`config.mk`:
```
export PLATFORM = sky130hd
export DESIGN_NAME = falling_sand_grid_step
export DESIGN_NICKNAME = d
export VERILOG_FILES = /design/src/design/fsgs_pkg.sv /design/src/design/fsgs_ctrl.sv /design/src/design/fsgs_dp.sv /design/src/design/falling_sand_grid_step.sv
export SDC_FILE = /design/constraint.sdc
export NUM_CORES = 2
export LEC_CHECK = 0
export BUFFER_PORTS_ARGS = -buffer_cell sky130_fd_sc_hd__buf_2
export CORE_UTILIZATION = 41
export DETAILED_ROUTE_END_ITERATION = 8
export GPL_ROUTABILITY_DRIVEN = 0
export SETUP_SLACK_MARGIN = 0.05
export SYNTH_ARGS = -nofsm -noshare
export SYNTH_HDL_FRONTEND = slang
export SYNTH_HIERARCHICAL = 1
export SYNTH_SLANG_ARGS = --single-unit
```
`constraint.sdc`:
```
create_clock -name clk -period 14.8 [get_ports clk]
set_clock_uncertainty 0.2 [all_clocks]
set_input_delay 0 -clock clk [delete_from_list [all_inputs] [get_ports clk]]
set_output_delay 0 -clock clk [all_outputs]
set_load 0.05 [all_outputs]
```
`src/design/fsgs_pkg.sv`:
```
// Shared types and constants for the falling-sand grid stepper.
// Holds the datapath operation codes and the controller/datapath interface structs.
// No dependencies.
`default_nettype none

package fsgs_pkg;

	localparam int AccW   = 24;
	localparam int IntW   = 20;
	localparam int ElW    = 20;
	localparam int CoordW = 5;
	localparam int IdxW   = 5;
	localparam int OutW   = 32;
	localparam int ApbW   = 32;
	localparam int AddrW  = 3;

	localparam logic [AccW-1:0] AccMax        = '1;
	localparam logic [IntW-1:0] IntervalReset = 20'd50000;

	// Register indexes on the configuration port.
	localparam logic REG_STEP_INTERVAL = 1'b0;

	// Operations that the controller asks of the datapath, one per cycle.
	localparam logic [3:0] OP_NONE     = 4'd0;
	localparam logic [3:0] OP_PLACE_RD = 4'd1;
	localparam logic [3:0] OP_PLACE_WR = 4'd2;
	localparam logic [3:0] OP_EMIT     = 4'd3;
	localparam logic [3:0] OP_G_RD0    = 4'd4;
	localparam logic [3:0] OP_G_RD1    = 4'd5;
	localparam logic [3:0] OP_G_LD     = 4'd6;
	localparam logic [3:0] OP_G_ROW    = 4'd7;
	localparam logic [3:0] OP_G_SHIFT  = 4'd8;
	localparam logic [3:0] OP_G_WRL    = 4'd9;
	localparam logic [3:0] OP_G_WRC    = 4'd10;

	typedef logic [3:0] dp_op_t;

	typedef struct packed {
		dp_op_t op;
		logic   capture;
	} dp_cmd_t;

	typedef struct packed {
		logic step;
		logic emit_last;
		logic row_last;
		logic col_last;
	} dp_stat_t;

endpackage

`default_nettype wire

```
`src/design/fsgs_ctrl.sv`:
```
// Sequencing state machine of the falling-sand grid stepper.
// Issues one datapath operation per cycle; depends on fsgs_pkg.
`default_nettype none

module fsgs_ctrl (
	input  wire               clk,
	input  wire               arst_n,
	input  wire               accept,
	input  wire               kind,
	input  fsgs_pkg::dp_stat_t stat,
	output fsgs_pkg::dp_cmd_t  cmd,
	output logic              busy
);
	import fsgs_pkg::*;

	localparam logic [3:0] S_IDLE     = 4'd0;
	localparam logic [3:0] S_PLACE_RD = 4'd1;
	localparam logic [3:0] S_PLACE_WR = 4'd2;
	localparam logic [3:0] S_EMIT     = 4'd3;
	localparam logic [3:0] S_G_RD0    = 4'd4;
	localparam logic [3:0] S_G_RD1    = 4'd5;
	localparam logic [3:0] S_G_LD     = 4'd6;
	localparam logic [3:0] S_G_ROW    = 4'd7;
	localparam logic [3:0] S_G_SHIFT  = 4'd8;
	localparam logic [3:0] S_G_WRL    = 4'd9;
	localparam logic [3:0] S_G_WRC    = 4'd10;

	logic [3:0] state_q;
	logic [3:0] state_nx;

	always_ff @(posedge clk or negedge arst_n) begin
		if (!arst_n) begin
			state_q <= S_IDLE;
		end else begin
			state_q <= state_nx;
		end
	end

	always_comb begin
		state_nx    = state_q;
		cmd.op      = OP_NONE;
		cmd.capture = accept;
		case (state_q)
			S_IDLE: begin
				if (accept) begin
					state_nx = kind ? S_EMIT : S_PLACE_RD;
				end
			end
			S_PLACE_RD: begin
				cmd.op   = OP_PLACE_RD;
				state_nx = S_PLACE_WR;
			end
			S_PLACE_WR: begin
				cmd.op   = OP_PLACE_WR;
				state_nx = S_IDLE;
			end
			S_EMIT: begin
				cmd.op = OP_EMIT;
				if (stat.emit_last) begin
					state_nx = stat.step ? S_G_RD0 : S_IDLE;
				end
			end
			S_G_RD0: begin
				cmd.op   = OP_G_RD0;
				state_nx = S_G_RD1;
			end
			S_G_RD1: begin
				cmd.op   = OP_G_RD1;
				state_nx = S_G_LD;
			end
			S_G_LD: begin
				cmd.op   = OP_G_LD;
				state_nx = S_G_ROW;
			end
			S_G_ROW: begin
				cmd.op = OP_G_ROW;
				if (stat.row_last) begin
					state_nx = stat.col_last ? S_G_WRL : S_G_SHIFT;
				end
			end
			S_G_SHIFT: begin
				cmd.op   = OP_G_SHIFT;
				state_nx = S_G_LD;
			end
			S_G_WRL: begin
				cmd.op   = OP_G_WRL;
				state_nx = S_G_WRC;
			end
			S_G_WRC: begin
				cmd.op   = OP_G_WRC;
				state_nx = S_IDLE;
			end
			default: begin
				state_nx = S_IDLE;
			end
		endcase
	end

	assign busy = (state_q != S_IDLE);

endmodule

`default_nettype wire

```
`src/design/fsgs_dp.sv`:
```
// Datapath of the falling-sand grid stepper: column memory, sliding column window,
// time accumulator and result registers. Depends on fsgs_pkg.
`default_nettype none

module fsgs_dp #(
	parameter int GRID_WIDTH  = 32,
	parameter int GRID_HEIGHT = 32
) (
	input  wire                               clk,
	input  wire                               arst_n,
	input  fsgs_pkg::dp_cmd_t                 cmd,
	input  wire                               kind,
	input  wire  [fsgs_pkg::CoordW-1:0]       cell_x,
	input  wire  [fsgs_pkg::CoordW-1:0]       cell_y,
	input  wire  [fsgs_pkg::ElW-1:0]          elapsed_us,
	input  wire                               prefer_right,
	input  wire  [fsgs_pkg::IntW-1:0]         interval,
	output fsgs_pkg::dp_stat_t                stat,
	output logic                              strobe,
	output logic [fsgs_pkg::IdxW-1:0]         column_index,
	output logic [fsgs_pkg::OutW-1:0]         column_bits,
	output logic                              stepped,
	output logic                              last
);
	import fsgs_pkg::*;

	localparam int CW    = $clog2(GRID_WIDTH);
	localparam int RW    = $clog2(GRID_HEIGHT);
	localparam int NEmit = (GRID_WIDTH < OutW) ? GRID_WIDTH : OutW;
	localparam int ExtW  = (GRID_HEIGHT > OutW) ? GRID_HEIGHT : OutW;

	// Column memory; a column never written since reset reads as empty.
	logic [GRID_HEIGHT-1:0] mem [GRID_WIDTH];
	logic [GRID_WIDTH-1:0]  valid_q;
	logic [GRID_HEIGHT-1:0] rd_q;
	logic                   rv_q;
	logic [GRID_HEIGHT-1:0] rdata;

	logic                   re;
	logic                   we;
	logic [CW-1:0]          raddr;
	logic [CW-1:0]          waddr;
	logic [GRID_HEIGHT-1:0] wdata;

	// Window over columns x-1, x, x+1 plus the pre-generation copies of x and x+1.
	logic [GRID_HEIGHT-1:0] left_q, cur_q, right_q, snap_q, nsnap_q;
	logic [GRID_HEIGHT-1:0] left_nx, cur_nx, right_nx;
	logic [CW-1:0]          col_q;
	logic [RW-1:0]          row_q;
	logic [RW-1:0]          row_n;
	logic [CW:0]            col_p2;
	logic                   col_p2_ok;

	logic [CW-1:0]          px_q;
	logic [RW-1:0]          py_q;
	logic                   place_ok_q;
	logic                   prefer_q;

	logic [AccW-1:0]        acc_q;
	logic                   step_q;
	logic [AccW:0]          acc_sum;
	logic [AccW-1:0]        acc_sat;
	logic                   acc_step;

	logic                   strobe_q;
	logic [IdxW-1:0]        idx_s1;
	logic                   last_s1;
	logic [ExtW-1:0]        col_ext;

	logic sy, sb, can_r, can_l, go_r, go_l;

	assign rdata     = rv_q ? rd_q : '0;
	assign col_p2    = {1'b0, col_q} + (CW+1)'(2);
	assign col_p2_ok = (col_p2 < (CW+1)'(GRID_WIDTH));
	assign row_n     = row_q + RW'(1);

	assign stat.step      = step_q;
	assign stat.emit_last = (col_q == CW'(NEmit - 1));
	assign stat.col_last  = (col_q == CW'(GRID_WIDTH - 1));
	assign stat.row_last  = (row_q == RW'(GRID_HEIGHT - 2));

	// Memory port selection per operation.
	always_comb begin
		re    = 1'b0;
		we    = 1'b0;
		raddr = col_q;
		waddr = col_q;
		wdata = cur_q;
		case (cmd.op)
			OP_PLACE_RD: begin
				re    = 1'b1;
				raddr = px_q;
			end
			OP_PLACE_WR: begin
				we    = place_ok_q;
				waddr = px_q;
				wdata = rdata | (GRID_HEIGHT'(1) << py_q);
			end
			OP_EMIT: begin
				re = 1'b1;
			end
			OP_G_RD0: begin
				re    = 1'b1;
				raddr = '0;
			end
			OP_G_RD1: begin
				re    = 1'b1;
				raddr = CW'(1);
			end
			OP_G_SHIFT: begin
				we    = (col_q != '0);
				waddr = col_q - CW'(1);
				wdata = left_q;
				re    = col_p2_ok;
				raddr = col_p2[CW-1:0];
			end
			OP_G_WRL: begin
				we    = 1'b1;
				waddr = col_q - CW'(1);
				wdata = left_q;
			end
			OP_G_WRC: begin
				we = 1'b1;
			end
			default: begin
				re = 1'b0;
			end
		endcase
	end

	always_ff @(posedge clk) begin
		if (we) begin
			mem[waddr] <= wdata;
		end
		if (re) begin
			rd_q <= mem[raddr];
			rv_q <= valid_q[raddr];
		end
	end

	always_ff @(posedge clk or negedge arst_n) begin
		if (!arst_n) begin
			valid_q <= '0;
		end else if (we) begin
			valid_q[waddr] <= 1'b1;
		end
	end

	// One row of the current column: decisions come from the snapshot, targets
	// on the sides come from the live window.
	always_comb begin
		left_nx  = left_q;
		cur_nx   = cur_q;
		right_nx = right_q;
		sy       = snap_q[row_q];
		sb       = snap_q[row_n];
		can_r    = !stat.col_last && !right_q[row_n];
		can_l    = (col_q != '0) && !left_q[row_n];
		go_r     = can_r && (prefer_q || !can_l);
		go_l     = can_l && !go_r;
		if (sy) begin
			if (!sb) begin
				cur_nx[row_q] = 1'b0;
				cur_nx[row_n] = 1'b1;
			end else if (go_r) begin
				cur_nx[row_q]   = 1'b0;
				right_nx[row_n] = 1'b1;
			end else if (go_l) begin
				cur_nx[row_q]  = 1'b0;
				left_nx[row_n] = 1'b1;
			end
		end
	end

	always_ff @(posedge clk) begin
		if (cmd.capture) begin
			col_q      <= '0;
			px_q       <= CW'(cell_x);
			py_q       <= RW'(cell_y);
			place_ok_q <= (32'(cell_x) < 32'(GRID_WIDTH)) && (32'(cell_y) < 32'(GRID_HEIGHT));
			prefer_q   <= prefer_right;
		end
		case (cmd.op)
			OP_EMIT: begin
				col_q <= col_q + CW'(1);
			end
			OP_G_RD0: begin
				col_q <= '0;
			end
			OP_G_RD1: begin
				cur_q  <= rdata;
				snap_q <= rdata;
			end
			OP_G_LD: begin
				right_q <= rdata;
				nsnap_q <= rdata;
				row_q   <= '0;
			end
			OP_G_ROW: begin
				left_q  <= left_nx;
				cur_q   <= cur_nx;
				right_q <= right_nx;
				row_q   <= row_n;
			end
			OP_G_SHIFT: begin
				left_q <= cur_q;
				cur_q  <= right_q;
				snap_q <= nsnap_q;
				col_q  <= col_q + CW'(1);
			end
			default: begin
				row_q <= row_q;
			end
		endcase
	end

	// Saturating time accumulator, updated when a frame is taken.
	assign acc_sum  = {1'b0, acc_q} + (AccW+1)'(elapsed_us);
	assign acc_sat  = acc_sum[AccW] ? AccMax : acc_sum[AccW-1:0];
	assign acc_step = (acc_sat > AccW'(interval));

	always_ff @(posedge clk or negedge arst_n) begin
		if (!arst_n) begin
			acc_q    <= '0;
			step_q   <= 1'b0;
			strobe_q <= 1'b0;
		end else begin
			if (cmd.capture && kind) begin
				step_q <= acc_step;
				acc_q  <= acc_step ? '0 : acc_sat;
			end
			strobe_q <= (cmd.op == OP_EMIT);
		end
	end

	always_ff @(posedge clk) begin
		if (cmd.op == OP_EMIT) begin
			idx_s1  <= IdxW'(col_q);
			last_s1 <= stat.emit_last;
		end
	end

	assign col_ext      = ExtW'(rdata);
	assign strobe       = strobe_q;
	assign column_index = idx_s1;
	assign column_bits  = col_ext[OutW-1:0];
	assign stepped      = step_q;
	assign last         = last_s1;

endmodule

`default_nettype wire

```
`src/design/falling_sand_grid_step.sv`:
```
// Top level of the falling-sand grid stepper: command channel, configuration port,
// controller and datapath. Depends on fsgs_pkg, fsgs_ctrl and fsgs_dp.
//
// Usage: an item is transferred at a rising edge where start is high and busy is low.
// A place item (kind 0) sets one cell; busy stays high while the column is read and
// written back, and no result is produced. Places outside the grid are dropped. A
// frame item (kind 1) produces min(GRID_WIDTH, 32) results, one column per cycle on
// consecutive cycles, each marked by strobe for exactly one cycle; the first result
// comes after the controller enters its emit state and the column read and strobe
// registers load, and last marks the final column. The receiver cannot stall this
// stream. When the accumulated time exceeds step_interval_us, a generation follows
// the output. It walks the columns through a three-column register window backed by
// the column memory, one row per cycle.
// Reset empties the grid at once through per-column valid flags, clears the
// accumulator and loads step_interval_us with 50000. The APB port holds that
// register at address 0; writes are meant only while busy is low.
`default_nettype none

module falling_sand_grid_step #(
	parameter int GRID_WIDTH  = 32,
	parameter int GRID_HEIGHT = 32
) (
	input  wire                          clk,
	input  wire                          arst_n,
	input  wire                          start,
	output logic                         busy,
	input  wire                          kind,
	input  wire  [fsgs_pkg::CoordW-1:0]  cell_x,
	input  wire  [fsgs_pkg::CoordW-1:0]  cell_y,
	input  wire  [fsgs_pkg::ElW-1:0]     elapsed_us,
	input  wire                          prefer_right,
	output logic                         strobe,
	output logic [fsgs_pkg::IdxW-1:0]    column_index,
	output logic [fsgs_pkg::OutW-1:0]    column_bits,
	output logic                         stepped,
	output logic                         last,
	input  wire                          psel,
	input  wire                          penable,
	input  wire                          pwrite,
	input  wire  [fsgs_pkg::AddrW-1:0]   paddr,
	input  wire  [fsgs_pkg::ApbW-1:0]    pwdata,
	output logic [fsgs_pkg::ApbW-1:0]    prdata,
	output logic                         pready
);
	import fsgs_pkg::*;

	dp_cmd_t          cmd;
	dp_stat_t         stat;
	logic             accept;
	logic [IntW-1:0]  interval_q;
	logic             reg_sel;

	// An item transfer happens only while the sequencer is idle.
	assign accept = start && !busy;

	// The register index sits in the word-address bit; other indexes are ignored.
	assign reg_sel = (paddr[AddrW-1] == REG_STEP_INTERVAL);
	assign pready  = 1'b1;
	assign prdata  = reg_sel ? ApbW'(interval_q) : '0;

	always_ff @(posedge clk or negedge arst_n) begin
		if (!arst_n) begin
			interval_q <= IntervalReset;
		end else if (psel && penable && pwrite && reg_sel) begin
			interval_q <= pwdata[IntW-1:0];
		end
	end

	fsgs_ctrl u_ctrl (
		.clk    (clk),
		.arst_n (arst_n),
		.accept (accept),
		.kind   (kind),
		.stat   (stat),
		.cmd    (cmd),
		.busy   (busy)
	);

	fsgs_dp #(
		.GRID_WIDTH  (GRID_WIDTH),
		.GRID_HEIGHT (GRID_HEIGHT)
	) u_dp (
		.clk          (clk),
		.arst_n       (arst_n),
		.cmd          (cmd),
		.kind         (kind),
		.cell_x       (cell_x),
		.cell_y       (cell_y),
		.elapsed_us   (elapsed_us),
		.prefer_right (prefer_right),
		.interval     (interval_q),
		.stat         (stat),
		.strobe       (strobe),
		.column_index (column_index),
		.column_bits  (column_bits),
		.stepped      (stepped),
		.last         (last)
	);

`ifndef ASSERT_OFF
	// Every accepted item makes the sequencer busy in the cycle after it is taken.
	a_accept_busy: assert property (@(posedge clk) disable iff (!arst_n)
		accept |=> busy) else $error("busy not raised after an item transfer");

	// Columns of one frame come out back to back until the final one.
	a_stream_gapless: assert property (@(posedge clk) disable iff (!arst_n)
		(strobe && !last) |=> strobe) else $error("gap inside a frame's column stream");

	// The stream of a frame stops right after its final column.
	a_last_strobe: assert property (@(posedge clk) disable iff (!arst_n)
		(strobe && last) |=> !strobe) else $error("result right after the final column");

	// A result is only produced while a frame is being processed.
	a_strobe_busy: assert property (@(posedge clk) disable iff (!arst_n)
		strobe |-> $past(busy)) else $error("result outside a frame");
`endif

endmodule

`default_nettype wire
```
==> impl_metrics.toml <==
[run_status]
outcome = "finished, final reports clean"

[logic_synthesis]
ys_async_sr_fraction_pct = 6.18
synth_commonest_cells = "1244 x edfxtp_1, 1080 x nand2_1, 249 x nand3_1"
yosysWarnings = 6
synth_flop_cell = "edfxtp_1"
ys_seq_area_share_pct = 69.2
synth_top_area_cell = "edfxtp_1"
syn-instance-count = 4457
netlist_area_um2 = 57000
synth_seq_cells = 1326
yosys.cell_count.top_type = "edfxtp_1"
ys_top_cells_by_area = "edfxtp_1 66%, nand2_1 7.1%, dfrtp_1 3.3%"
yosys.area.top_type_share_pct = 65.6
synth.avg_cell_area_um2 = 12.8
yosysUniqueCellTypes = 92
synth-edff-count = 1244

[critical_path]
cp-start-kind = "register"
cp_cell_sequence = "ha_1 -> fa_1 -> a211oi_1 -> o21ai_1 -> o2111ai_1 -> nor2b_1 -> o221ai_1 -> xnor2_1 -> dlygate4sd3_1 -> nand2b_1 -> ha_1 -> nand2_1 -> a21oi_1 -> a2111oi_0 -> a31oi_1 -> a311o_1 -> a211oi_1 -> o311a_1 -> a22o_1"
cp.arrival_ps = 6580
cpLargestDelayFamily = "compound AO/OA/AOI/OAI gates"
crit_type = "reg -> reg"
crit_required_ps = 15290
cp-end-kind = "register"
crit_buf_inv = 1
critical_path_peak_fanout = 20
slowest_delay_ps = 850
reg2reg_slack_ps = 8700
crit_slowest_cell = "o311a_1"

[detailed_routing]
drt-total-wl_um = 166000
avgRoutedWirePerCell_um = 25.3
postRouteAntennaNets = 0
vias_per_cell = 5.84
first_pass_iters = 6
drt_iter0_drc = 4920
dr_total_vias = 38300
drc = 0

[finish]
syn2layout_area_growth_pct = 14.9
fin_util_pct = 47.5
num-fill-cells = 12000
nNetsFinal = 4775
drive_gt1_share_pct = 12.4

[power_and_ir_drop]
peakVddDrop_v = 0.000201
p_seq_share_pct = 35.6
pwr-share-comb_pct = 40.4
power_density_nw_per_um2 = 220
clockPowerShare_pct = 24.0
leakage_nw = 22.9
p_sw_share_pct = 40.9
p_int_mw = 8.50
p_sw_mw = 5.88

[clock_tree]
cts_hold_buf = 119
clockBufferDepth = 3
cts_tree = "done"
postCtsSetupRepairBufs = 0
h-tree-depth = 4
cts_resized = 0
numCtsBuffers = 139
cts-root-buf = "clkbuf_16"
insertion_delay_ps = 770
cts.sinks = 1326
clkTransAtPathRegs_ps = 60

[floorplanning]
start_util_pct = 41.4
die_w_um = 375
die_y_um = 375
rows = 136
dieArea_um2 = 140000
core_um2 = 138000
io_pins = 147

[grt]
antenna_found_initial = 4
grt_pass1_wl_um = 242000
grt_pass1_vias = 35800
grt_max_degree = 148
grt_overflow = 0
grt_usage_pct = 23.3

[placement]
port_buffers = 119
hpwl_um = 90400

[sta]
finalMaxSlewViolations = 0
finalSetupTns_ps = 0
post-route-period-util_pct = 41.2
fmax_ghz = 0.164
tightest_slew_ps = 1410
setup_viol = 0
holdWs_ps = 106
hold_violations = 0
rsz0062_at_grt = "false"
layout_min_cycle_time_ps = 6100
maxSlewHeadroom_pct = 6.30

[hold_path]
hp-class = "in -> reg"

[run]
cap_violations = 0
-- worst paths after layout --
check,startpoint,end,depth (start not counted)
setup / recovery,u_dp/acc_q[0],u_dp/acc_q[6],19
hold / removal,kind,u_ctrl/state_q[1],6
max in group asynchronous,arst_n,u_dp/valid_q[13],4
setup reg to reg,u_dp/acc_q[0],u_dp/acc_q[6],19
min in group asynchronous,arst_n,u_dp/valid_q[27],4
hold reg to reg,u_dp/valid_q[29],u_dp/valid_q[29],1
-- logic make-up after synthesis --
logic type      Yosys count  synth area share [%]
simple gates           1712                  12.9
flops                  1326                  69.2
compound gates          818                  9.76
buf+inv                 364                  2.84
mux                     161                  3.75
fa+ha+maj                52                  1.16
xor+xnor                 22                 0.338
other cells               2                0.0132
-- through the flow --
stage / power, mW / std cells / instance area (um^2) / worst slack (ps)
floorplan: 8.80 / 4468 / 57000 / 8020
global placement: 10.8 / 6184 / 59700 / 8870
detailed placement: 10.9 / 6184 / 59700 / 8740
CTS: 14.4 / 6557 / 65400 / 8690
global route: 15.0 / 6557 / 65400 / 8250
finish: 14.4 / 6559 / 65400 / 8700
-- layout make-up --
| type | instances | area (um^2) | area share, % |
|---|---|---|---|
| inverters | 69 | 259 | 0.396 |
| repair buffers | 336 | 2590 | 3.96 |
| clock buffers | 172 | 3670 | 5.60 |
| diodes | 2 | 5.00 | 0.00765 |
| clock inverters | 82 | 812 | 1.24 |
| flip-flops and latches | 1326 | 39400 | 60.2 |
| well taps | 1794 | 2240 | 3.43 |
| multi-input cells | 2778 | 16400 | 25.1 |
-- registers in the layout, indices dropped and copies added (netlist names), 24 cells and up --
register / cells
u_dp/acc_q: 24
u_dp/cur_q: 32
u_dp/left_q: 32
u_dp/mem: 1024
u_dp/nsnap_q: 32
u_dp/rd_q: 32
u_dp/right_q: 32
u_dp/snap_q: 32
u_dp/valid_q: 32
-- layout by cell type, fill, tap and decap left out, drive strengths merged, types with 15 or more instances in the layout --
cell         instances
a221oi              37
nand3              249
clkinv              62
nand2             1080
o221ai              15
mux2                21
or2                 40
inv                 74
dfrtp               76
nor3                15
o31ai               48
a221o               23
o311ai              37
a22o                20
a31oi              104
o211ai              21
a21oi              224
a22oi               43
xnor2               16
buf                217
o21ai              107
a32oi               41
edfxtp            1244
clkbuf             172
mux4                33
nor2               173
mux2i              107
and3                40
ha                  51
o2111ai             34
and2                18
nand2b              17
dlygate4sd3        119
nor2b               35
-- per-layer routing --
metal	vias to the layer above	GRT usage [%]	routed length, um
li1	17000	-	-
met1	19200	32.9	70500
met2	1807	37.1	77400
met3	273	3.51	13500
met4	2	7.19	4580
met5	-	0	13
-- worst min-delay path, delay by kind of cell --
kind	cells	cell delay, ps
buf+inv	2	660
compound gates	3	260
simple gates	1	90
-- power groups by stage --
stage               Sequential (mW)  Clock [mW]  Combinational, mW
global placement               5.18           0               5.61
CTS                            5.11        3.50               5.75
detailed placement             5.19           0               5.67
floorplan                      5.13           0               3.67
finish                         5.12        3.45               5.81
global route                   5.15        3.64               6.21
No activity file was read; power rests on OpenSTA's default activity.
